--- config.mk ---
export PLATFORM = sky130hd
export DESIGN_NAME = multi_base_int_parser_top
export DESIGN_NICKNAME = d
export VERILOG_FILES = /design/src/mbip_pkg.sv /design/src/multi_base_int_parser_top.sv /design/src/mbip_front.sv /design/src/mbip_queue.sv /design/src/mbip_back.sv
export SDC_FILE = /design/constraint.sdc
export NUM_CORES = 1
export LEC_CHECK = 0
export BUFFER_PORTS_ARGS = -buffer_cell sky130_fd_sc_hd__buf_4
export CELL_PAD_IN_SITES_DETAIL_PLACEMENT = 1
export CELL_PAD_IN_SITES_GLOBAL_PLACEMENT = 1
export CORE_ASPECT_RATIO = 2
export CORE_MARGIN = 3
export CORE_UTILIZATION = 52
export DETAILED_ROUTE_END_ITERATION = 7
export PLACE_DENSITY_LB_ADDON = 0.1
export SETUP_SLACK_MARGIN = 0.4
export SLEW_MARGIN = 20
export SYNTH_ARGS = -nofsm -noshare
export SYNTH_HDL_FRONTEND = slang
export SYNTH_HIERARCHICAL = 1
export SYNTH_SLANG_ARGS = --single-unit
--- constraint.sdc ---
create_clock -name clock -period 11.7 [get_ports clock]
set_clock_uncertainty 0.2 [all_clocks]
set_input_delay 1.17 -clock clock [delete_from_list [all_inputs] [get_ports clock]]
set_output_delay 1.17 -clock clock [all_outputs]
set_load 0.02 [all_outputs]
--- src/mbip_pkg.sv ---
// Shared types and constants for the multi-base integer parser.
// Holds the character codes, the character class record and the parser phases.
// Depends on nothing.
`default_nettype none

package mbip_pkg;

   localparam int CHAR_W  = 16;
   localparam int VALUE_W = 64;
   localparam int DIGIT_W = 4;

   localparam logic [CHAR_W-1:0] CH_NUL   = 16'h0000;
   localparam logic [CHAR_W-1:0] CH_BAR   = 16'h007C;
   localparam logic [CHAR_W-1:0] CH_LX    = 16'h0078;
   localparam logic [CHAR_W-1:0] CH_UX    = 16'h0058;
   localparam logic [CHAR_W-1:0] CH_MINUS = 16'h002D;
   localparam logic [CHAR_W-1:0] CH_ZERO  = 16'h0030;
   localparam logic [CHAR_W-1:0] CH_SEVEN = 16'h0037;
   localparam logic [CHAR_W-1:0] CH_NINE  = 16'h0039;
   localparam logic [CHAR_W-1:0] CH_LA    = 16'h0061;
   localparam logic [CHAR_W-1:0] CH_LF    = 16'h0066;
   localparam logic [CHAR_W-1:0] CH_UA    = 16'h0041;
   localparam logic [CHAR_W-1:0] CH_UF    = 16'h0046;

   localparam logic [DIGIT_W-1:0] LETTER_OFFSET = 4'd9;

   typedef enum logic [2:0] {
      KIND_NUL,
      KIND_BAR,
      KIND_XCH,
      KIND_MINUS,
      KIND_OTHER
   } kind_type;

   typedef struct packed {
      kind_type            kind;
      logic [DIGIT_W-1:0]  digit;
      logic                is_dec;
      logic                is_oct;
      logic                is_hex;
   } class_type;

   typedef enum logic [2:0] {
      PH_START = 3'd0,
      PH_ZERO  = 3'd1,
      PH_HEX   = 3'd2,
      PH_OCT   = 3'd3,
      PH_DEC   = 3'd4,
      PH_STOP  = 3'd5
   } phase_type;

endpackage

`default_nettype wire

--- src/multi_base_int_parser_top.sv ---
// Multi-base integer parser: one character per transfer in, one 64-bit value
// out per terminated string. An accepted terminator is registered in the queue;
// the back end then pops it and registers the result and rsp_tvalid.
// Throughput: one character per cycle while the queue has room, set by the update
// of the term accumulator; a terminator waits while an older result is held.
// Reset (synchronous, active high) empties the queue and the result register
// and returns the parser to the start of a term with zero totals.
`default_nettype none

module multi_base_int_parser_top #(
   parameter int CHAR_BITS = 16
) (
   input  wire logic         clock,
   input  wire logic         reset,
   input  wire logic         req_tvalid,
   output logic              req_tready,
   input  wire logic [15:0]  req_tdata,   // [15:0] ch
   output logic              rsp_tvalid,
   input  wire logic         rsp_tready,
   output logic signed [63:0] rsp_tdata   // [63:0] value
);
   import mbip_pkg::*;

   class_type front_class;
   class_type queue_head;
   logic      queue_full;
   logic      queue_not_empty;
   logic      queue_pop;

   assign req_tready = !queue_full;

   mbip_front #(
      .CHAR_BITS (CHAR_BITS)
   ) u_front (
      .char_in   (req_tdata),
      .class_out (front_class)
   );

   mbip_queue u_queue (
      .clock     (clock),
      .reset     (reset),
      .push      (req_tvalid),
      .push_data (front_class),
      .full      (queue_full),
      .not_empty (queue_not_empty),
      .pop       (queue_pop),
      .pop_data  (queue_head)
   );

   mbip_back u_back (
      .clock      (clock),
      .reset      (reset),
      .item_valid (queue_not_empty),
      .item       (queue_head),
      .item_pop   (queue_pop),
      .out_valid  (rsp_tvalid),
      .out_ready  (rsp_tready),
      .out_value  (rsp_tdata)
   );

endmodule

`default_nettype wire

--- src/mbip_front.sv ---
// Front end of the parser: masks each character and classifies it.
// Produces a class record for the queue. Depends on mbip_pkg.
`default_nettype none

module mbip_front #(
   parameter int CHAR_BITS = 16
) (
   input  wire logic [mbip_pkg::CHAR_W-1:0] char_in,
   output mbip_pkg::class_type               class_out
);
   import mbip_pkg::*;

   logic [CHAR_W-1:0] c;
   logic              dec_range;
   logic              lower_hex;
   logic              upper_hex;

   always_comb begin
      c = CHAR_W'(char_in[CHAR_BITS-1:0]);
      dec_range = (c >= CH_ZERO) && (c <= CH_NINE);
      lower_hex = (c >= CH_LA) && (c <= CH_LF);
      upper_hex = (c >= CH_UA) && (c <= CH_UF);

      class_out.is_dec = dec_range;
      class_out.is_oct = (c >= CH_ZERO) && (c <= CH_SEVEN);
      class_out.is_hex = dec_range || lower_hex || upper_hex;
      // Letters a-f and A-F both carry 1..6 in the low nibble.
      if (dec_range) begin
         class_out.digit = c[DIGIT_W-1:0];
      end else begin
         class_out.digit = c[DIGIT_W-1:0] + LETTER_OFFSET;
      end

      priority if (c == CH_NUL) begin
         class_out.kind = KIND_NUL;
      end else if (c == CH_BAR) begin
         class_out.kind = KIND_BAR;
      end else if ((c == CH_LX) || (c == CH_UX)) begin
         class_out.kind = KIND_XCH;
      end else if (c == CH_MINUS) begin
         class_out.kind = KIND_MINUS;
      end else begin
         class_out.kind = KIND_OTHER;
      end
   end

endmodule

`default_nettype wire

--- src/mbip_queue.sv ---
// Two-entry queue of classified characters between front and back ends.
// Depends on mbip_pkg for the class record.
`default_nettype none

module mbip_queue (
   input  wire logic                 clock,
   input  wire logic                 reset,
   input  wire logic                 push,
   input  mbip_pkg::class_type       push_data,
   output logic                      full,
   output logic                      not_empty,
   input  wire logic                 pop,
   output mbip_pkg::class_type       pop_data
);
   import mbip_pkg::*;

   class_type  mem [2];
   logic       wr_ptr_ff, wr_ptr_in;
   logic       rd_ptr_ff, rd_ptr_in;
   logic [1:0] count_ff, count_in;
   logic       do_push, do_pop;

   always_comb begin
      full      = (count_ff == 2'd2);
      not_empty = (count_ff != 2'd0);
      do_push   = push && !full;
      do_pop    = pop && not_empty;
      wr_ptr_in = do_push ? !wr_ptr_ff : wr_ptr_ff;
      rd_ptr_in = do_pop ? !rd_ptr_ff : rd_ptr_ff;
      count_in  = count_ff + {1'b0, do_push} - {1'b0, do_pop};
      pop_data  = mem[rd_ptr_ff];
   end

   always_ff @(posedge clock) begin
      if (do_push) begin
         mem[wr_ptr_ff] <= push_data;
      end
   end

   always_ff @(posedge clock) begin
      if (reset) begin
         wr_ptr_ff <= 1'b0;
         rd_ptr_ff <= 1'b0;
         count_ff  <= 2'd0;
      end else begin
         wr_ptr_ff <= wr_ptr_in;
         rd_ptr_ff <= rd_ptr_in;
         count_ff  <= count_in;
      end
   end

endmodule

`default_nettype wire

--- src/mbip_back.sv ---
// Back end of the parser: runs the phase machine, accumulates terms and
// drives the registered result. Depends on mbip_pkg.
`default_nettype none

module mbip_back (
   input  wire logic                           clock,
   input  wire logic                           reset,
   input  wire logic                           item_valid,
   input  mbip_pkg::class_type                 item,
   output logic                                item_pop,
   output logic                                out_valid,
   input  wire logic                           out_ready,
   output logic signed [mbip_pkg::VALUE_W-1:0] out_value
);
   import mbip_pkg::*;

   phase_type           phase_ff, phase_in;
   logic [VALUE_W-1:0]  acc_ff, acc_in;
   logic                neg_ff, neg_in;
   logic [VALUE_W-1:0]  total_ff, total_in;
   logic                out_valid_ff, out_valid_in;
   logic [VALUE_W-1:0]  out_value_ff, out_value_in;

   logic [VALUE_W-1:0]  digit_ext;
   logic [VALUE_W-1:0]  term;
   logic [VALUE_W-1:0]  total_with_term;
   logic                end_term;
   logic                phase_live;

   always_comb begin
      digit_ext       = VALUE_W'(item.digit);
      term            = neg_ff ? (VALUE_W'(0) - acc_ff) : acc_ff;
      total_with_term = total_ff | term;
      phase_live      = (phase_ff != PH_STOP) && (phase_ff <= PH_DEC);

      // A terminator waits while the result register is still occupied.
      item_pop = item_valid &&
                 ((item.kind != KIND_NUL) || !out_valid_ff || out_ready);

      phase_in     = phase_ff;
      acc_in       = acc_ff;
      neg_in       = neg_ff;
      total_in     = total_ff;
      out_valid_in = out_valid_ff && !out_ready;
      out_value_in = out_value_ff;
      end_term     = 1'b0;

      if (item_pop) begin
         if (item.kind == KIND_NUL) begin
            out_valid_in = 1'b1;
            out_value_in = phase_live ? total_with_term : total_ff;
            phase_in     = PH_START;
            acc_in       = '0;
            neg_in       = 1'b0;
            total_in     = '0;
         end else begin
            unique case (phase_ff)
               PH_START: begin
                  if (item.is_dec && (item.digit == '0)) begin
                     acc_in   = '0;
                     phase_in = PH_ZERO;
                  end else if (item.kind == KIND_MINUS) begin
                     neg_in   = 1'b1;
                     acc_in   = '0;
                     phase_in = PH_DEC;
                  end else if (item.is_dec) begin
                     acc_in   = digit_ext;
                     phase_in = PH_DEC;
                  end else begin
                     end_term = 1'b1;
                  end
               end
               PH_ZERO: begin
                  if (item.kind == KIND_XCH) begin
                     phase_in = PH_HEX;
                  end else if (item.is_oct) begin
                     acc_in   = digit_ext;
                     phase_in = PH_OCT;
                  end else if (item.is_dec) begin
                     acc_in   = digit_ext;
                     phase_in = PH_DEC;
                  end else begin
                     end_term = 1'b1;
                  end
               end
               PH_HEX: begin
                  if (item.is_hex) begin
                     acc_in = {acc_ff[VALUE_W-5:0], 4'b0000} + digit_ext;
                  end else begin
                     end_term = 1'b1;
                  end
               end
               PH_OCT: begin
                  if (item.is_oct) begin
                     acc_in = {acc_ff[VALUE_W-4:0], 3'b000} + digit_ext;
                  end else begin
                     end_term = 1'b1;
                  end
               end
               PH_DEC: begin
                  if (item.is_dec) begin
                     // Times ten as eight plus two, then the new digit.
                     acc_in = {acc_ff[VALUE_W-4:0], 3'b000} +
                              {acc_ff[VALUE_W-2:0], 1'b0} + digit_ext;
                  end else begin
                     end_term = 1'b1;
                  end
               end
               default: begin
               end
            endcase

            if (end_term) begin
               total_in = total_with_term;
               acc_in   = '0;
               neg_in   = 1'b0;
               phase_in = (item.kind == KIND_BAR) ? PH_START : PH_STOP;
            end
         end
      end

      out_valid = out_valid_ff;
      out_value = out_value_ff;
   end

   always_ff @(posedge clock) begin
      if (reset) begin
         phase_ff     <= PH_START;
         acc_ff       <= '0;
         neg_ff       <= 1'b0;
         total_ff     <= '0;
         out_valid_ff <= 1'b0;
      end else begin
         phase_ff     <= phase_in;
         acc_ff       <= acc_in;
         neg_ff       <= neg_in;
         total_ff     <= total_in;
         out_valid_ff <= out_valid_in;
      end
   end

   always_ff @(posedge clock) begin
      out_value_ff <= out_value_in;
   end

endmodule

`default_nettype wire

; Yosys cells after proc, flatten, opt, wreduce, memory -nomap -nowiden
; Memories as Yosys holds them, arrays and structs flattened. A register that Yosys moved wholly into a read port is not among the register bits.
; Cells that the tools add are included.
[word_totals]
ff_bits = 201
ramBits = 20
output_inout_bits = 66
elab_cells = 131
n_memories = 1
[op_classes]
addsub = 8
order_cmp = 8
eq_ne = 18
n_mux = 50
bitwise = 1
reduce_logical = 36
[memory_table]
columns = memory, words, width, rd, rd_ports_with_merged_regs, wr, line
row1 = u_queue.mem, 2, 10, 1, 1, 1, mbip_queue.sv:17  ; class_type mem [2];
[op_table]
columns = op, count
row1 = 64-bit two-way mux, 14
row2 = 64-bit one-hot mux with 5 select lines, 1
row3 = 64-bit by 4-bit adder with 64-bit output, 3
row4 = 64-bit adder, 1
row5 = 64-bit OR, 1
row6 = "1-bit by 64-bit subtractor with 64-bit output, first input constant", 1
row7 = "16-bit by 7-bit equality test with 1-bit output, second input constant", 3
row8 = 3-bit two-way mux, 12
row9 = "16-bit by 7-bit greater-or-equal comparator with 1-bit output, second input constant", 2
row10 = "16-bit by 6-bit <= comparator with 1-bit output, second input constant", 2
row11 = "16-bit by 7-bit <= comparator with 1-bit output, second input constant", 2
row12 = 1-bit two-way mux, 20
row13 = "16-bit by 6-bit equality test with 1-bit output, second input constant", 1
row14 = "16-bit by 6-bit greater-or-equal comparator with 1-bit output, second input constant", 1
row15 = 16-bit logical NOT, 1
row16 = "3-bit by 2-bit equality test with 1-bit output, second input constant", 4
row17 = 1-bit logical AND, 10
row18 = 3-bit nonzero test, 3
row19 = "4-bit by 2-bit != test with 1-bit output, second input constant", 2
row20 = 7-bit nonzero test, 1
row21 = "3-bit by 1-bit equality test with 1-bit output, second input constant", 2
row22 = 3-bit logical NOT, 2
row23 = 3-bit one-hot mux with 2 select lines, 1
row24 = 2-bit AND reduction, 3
row25 = other kinds (19), 28

; Longest topological paths before layout
[depth]
ltp_word = 8
depth_mapped = 15

; Hierarchy
; Netlist, hierarchy kept.
[modules_own_cells]
columns = mod, instances, cells_each, area_per_inst_um2, seq_area_each_um2
row1 = mbip_back, 1, 1967, 15838.9, 4584.4
row2 = mbip_queue, 1, 57, 953.4, 700.7
row3 = mbip_front, 1, 46, 370.4, 0.0
row4 = multi_base_int_parser_top, 1, 1, 3.8, 0.0

; Least setup slack after synthesis
; OpenSTA, ideal clock, no wires.
[synth_timing]
path_kind = reg2reg
startpoint = register with a tool-made name
endpoint = register u_back.total_ff[28]
t_arrival_ns = 5.158
setup_slack_ns = 6.215
stages_incl_launch_ff = 10
path_buffers = 3
synth_period_minus_slack_ns = 5.485
cell_sequence = dfxtp_1 -> buf_2 -> mux2_1 -> or3_1 -> clkbuf_1 -> nor2_1 -> nor2_1 -> nand2_1 -> clkbuf_1 -> o21ai_0
[synth_lines]
columns = item, line
row1 = end signal: assignment, mbip_back.sv:137  ; total_ff <= total_in;
row2 = end: declaration, mbip_back.sv:20  ; logic [VALUE_W-1:0] total_ff, total_in;

; Worst setup path after layout
[layout_timing]
startpoint = register u_back.phase_ff[0]
endpoint = register u_back.acc_ff[59]
[layout_via]
elab_chain_cells = 6
word_cells_on_any_way = 17
classes_between = eq/ne (8) / mux (6) / reduce/logical (3)
[layout_rtl]
columns = item, line
row1 = start: declaration, mbip_back.sv:17  ; phase_type phase_ff, phase_in;
row2 = start signal: assignment, mbip_back.sv:134  ; phase_ff <= phase_in;
row3 = "3-bit equality test, or another cell as far along", mbip_back.sv:57  ; unique case (phase_ff)
row4 = 1-bit one-hot mux with 5 select lines, mbip_back.sv:57
row5 = 1-bit two-way mux, mbip_back.sv:49  ; if (item.kind == KIND_NUL) begin
row6 = 1-bit two-way mux, mbip_back.sv:48  ; if (item_pop) begin
row7 = "4-bit by 1-bit != test with 1-bit output (no line), or another cell as far along", -
row8 = 6-bit AND reduction (no line) or 64-bit two-way mux (tied branches), -
row9 = end signal: assignment, mbip_back.sv:135  ; acc_ff <= acc_in;
row10 = end: declaration, mbip_back.sv:18  ; logic [VALUE_W-1:0] acc_ff, acc_in;
; Parallel ways exist; a longest one is shown, timed or not. The select of a mux whose other input is x is not followed.
; A chain may end at the register's enable or synchronous reset.

==> results.txt <==
- The run finished with clean final reports.
- # Max-Cap Violations: 0
- In this run the vertical extent of the chip is roughly 260 um.
* Number of enable-type register cells in the synthesized netlist: 84
- Unrepaired setup endpoints after global routing: false
- Counting I/O delays and the setup requirement, the final critical path takes approximately 5200 ps.
- Startpoint type of the worst setup path: flip-flop
- Synth cell types: just under 100
- Post-CTS Repair Setup Buffers: 0
* Kind of cell with the highest combined delay on the critical path: simple AND/OR/NAND/NOR gates
* Post-Route Setup TNS: 0 ps
* Vias in the first global route: about 19000
* Proportion of layout cells with a drive suffix above 1: 0.1078
- The worst hold path belongs to the class reg2reg.
* Sum of routed wire length over all layers: approximately 70 mm
- CTS Root Cell: clkbuf_16
* Net count after synthesis: 2225
- The first global-routing pass estimated ~110 mm of wire.
- In this run the power density over the cells is 205.7 nW/um^2.
- Counting flops with an async set or reset pin after synthesis yields a share of 0.
- Die area: 35360 sq um
* Io pins: 86
- Input/output buffers: 85
- Met3 usage in global routing: 0.05211
- TritonCTS built the clock tree.
* Worst-path cell with the longest stage delay: dfxtp_1
- Summed over all cells, the static leakage comes to around 0.008 uW.
- Total number of nets in the final design: roughly 2200
* Maximum single-stage delay on the critical path: a little over 1000 ps
- The tree built by TritonCTS fans out to between 200 and 250 sinks.
- The critical path contains buffers and inverters numbering 2 combined.
- Start point of the critical path: u_back/phase_ff[0]
- Critical Path Sink Type: flip-flop
* Number of diodes added for antenna fixing: 0
- Critical path start-end classification: reg2reg
- Timing would allow up to 193.5 MHz.
- Before CTS, the worst setup slack after placement is a little under 7000 ps.
- Detailed placement ended at an HPWL of roughly 52 mm.
* Area occupied by registers: between 5000 and 6000 sq um
- During synthesis, Yosys emitted a total of 6 warnings.
- Clock buffers created by TritonCTS: 23
* Global-route met1 utilization: 0.3221
* Number of cells on the worst reg-to-reg path: 10
- The floorplan step defined a core boundary enclosing 32350 sq um.
- For this configuration, the core starts out at a cell density of 0.5307.
- Setup violations remaining at the end of the flow were counted as 0.
* Source-to-sink clock delay at the later pin of the worst-skew pair: approximately 560 ps
- In this run the critical register-to-register path is launched from u_back/phase_ff[0].
* List of cells traversed by the critical path: or2_0, and2_1, or2_2, buf_4, nor2_1, nand3_1, nor2_1, buf_4, nand2_1, o21ai_0
- VDD sags by at most approximately 160 uV.
- Number of optimization iterations in the first detailed-route pass: 6
- In the layout the commonest cells are a21oi_1 (191), nor2_1 (172), nand2_1 (160).
* Number of register bits inferred by synthesis: approximately 220
* Predominant post-synthesis flop cell: dfxtp_1
* Chip Width: between 100 and 150 um
- Number of hold buffers added after cts: 0
* DRC: 0
* Critical Path Fanout Max: 36
* Cell count along the critical path: 10
- Of the synthesized area, sequential elements account for 0.3079.
- Entering global routing, the biggest net connects 65 pins.
- For the pin with the worst max-slew slack, the measured transition is roughly 1100 ps.
* Number of vias in the routed layout: approximately 17000
- Multi-input gate area in the final layout: around 11000 sq um
- Worst flop-to-flop path endpoint: u_back/acc_ff[59]
* GRT met2 Usage: 0.7318
* Post-detailed-route via-to-cell ratio: about 7
- Post-CTS repair changed the size of 0 cells.
* Initial DRC Count: 1104
* Area growth, synth to finish: 9.176%
- In this run the mean area of a mapped cell was just over 8 sq um.
- After floorplanning, the core was divided into between 90 and 100 placement rows.
- Antenna violation net count after detailed routing: 0
- Congestion Overflow GR: 0
- Wire length per cell: 28.05 um
- GRT Overall Usage: 0.3854
* Worst endpoint required time: 11930 ps
* Final weighted congestion in routability-driven placement: roughly 0.96
- Final Max Tran Viols: 0
* Clock transition at the registers of the reported paths: approximately 80 ps
- Dividing the final minimum period by the clock period gives 0.4417.
- Fillers: around 3900
- The initial antenna violation count came to 0.
- Reg-to-reg setup timing slack: 6530 ps
- Data arrival time of the worst path: between 5000 and 6000 ps
* Commonest non-fill, non-tap cell in the layout: a21oi_1
- Termination of the worst setup path: u_back/acc_ff[59]
* Setup slack after layout: around 6500 ps
- CTS built an H-tree with a depth of 1.
* Worst slew margin relative to its limit: 0.2732
- Most crowded layer after global routing: met2
- Synthesized instance count: slightly above 2000
* Number of buffers between clock root and the deepest sink: 3
* Area of the mapped netlist: 17170 sq um
* Final hold vios: 0
-- logic make-up after synthesis --
family                   synth area share
AND/OR/NAND/NOR                    0.1864
multiplexers                      0.01268
buffers and inverters             0.05160
AO/OA/AOI/OAI                      0.2582
XOR/XNOR                          0.08469
adder cells (fa/ha/maj)           0.09854
flip-flops                         0.3079
-- power by group --
part / total (uW) / internal (uW) / switching (uW)
clock: 760 / 418 / 342
sequential: 1050 / 883 / 172
combinational: 2040 / 666 / 1380
total: 3860 / 1970 / 1890
-- cells in the mapped netlist, types with 41 or more instances --
library cell / instances / share of area
o21ai_0: 117 / 0.034
a21o_1: 87 / 0.038
dfxtp_1: 138 / 0.16
edfxtp_1: 84 / 0.15
nand3_1: 59 / 0.017
a21oi_1: 192 / 0.056
xnor2_1: 108 / 0.055
ha_1: 132 / 0.096
inv_1: 50 / 0.011
nand2_1: 160 / 0.035
nor2_1: 177 / 0.039
clkbuf_1: 154 / 0.034
xor2_1: 58 / 0.030
nand4_1: 41 / 0.015
-- tightest hold or removal path, cell delays in order, from the launching register on --
cell     delay, ps
dfxtp_1        330
nand2_1         50
o21ai_0         60
-- final cells by class --
class / instances / area share
tap: 427 / 0.02851
multi-input combinational: 1622 / 0.5898
sequential: 222 / 0.2821
clock buffer: 25 / 0.03164
inverter: 51 / 0.01021
clock inverter: 17 / 0.008946
timing repair buffer: 122 / 0.04887
-- how the worst min path moves through the flow --
stage                                endpoint  cells after the start           startpoint  slack (ps)
after floorplan           u_back/total_ff[28]                      2  u_back/total_ff[28]         220
after global placement    u_back/total_ff[47]                      2  u_back/total_ff[47]         230
after detailed placement  u_back/total_ff[53]                      2  u_back/total_ff[53]         250
after CTS                 u_back/total_ff[61]                      2  u_back/total_ff[61]         280
after global routing      u_back/total_ff[57]                      2  u_back/total_ff[57]         280
final                     u_back/total_ff[59]                      2  u_back/total_ff[59]         270
-- routing by layer --
layer | vias to the layer above | share of wire
met5 | - | 0
li1 | 7608 | -
met1 | 8380 | 0.29
met2 | 796 | 0.54
met4 | 0 | 0.13
met3 | 425 | 0.048
-- sequential cells by signal, summed over array words and instances, names as in the netlist, named ones only --
signal             flops
u_back/acc_ff         64
u_back/neg_ff          1
u_back/out_valid       1
u_back/out_value      64
u_back/phase_ff        3
u_back/total_ff       64
u_queue/count_ff       2
u_queue/mem           20
u_queue/rd_ptr_ff      1
u_queue/wr_ptr_ff      1
-- stage by stage --
stage | hold WS, ps | total power (uW) | area [sq um] | utilization | cells
final | 272.8 | 3856 | 18740 | 0.5794 | 2486
after floorplan | 219.3 | 2335 | 17170 | - | 2071
after CTS | 276.1 | 3787 | 18740 | 0.5794 | 2486
after detailed placement | 248.5 | 3026 | 17980 | 0.5559 | 2444
after global placement | 231.9 | 2962 | 17980 | 0.5558 | 2444
after global routing | 283.6 | 4038 | 18740 | 0.5794 | 2486
No activity file was read; power rests on OpenSTA's default activity.
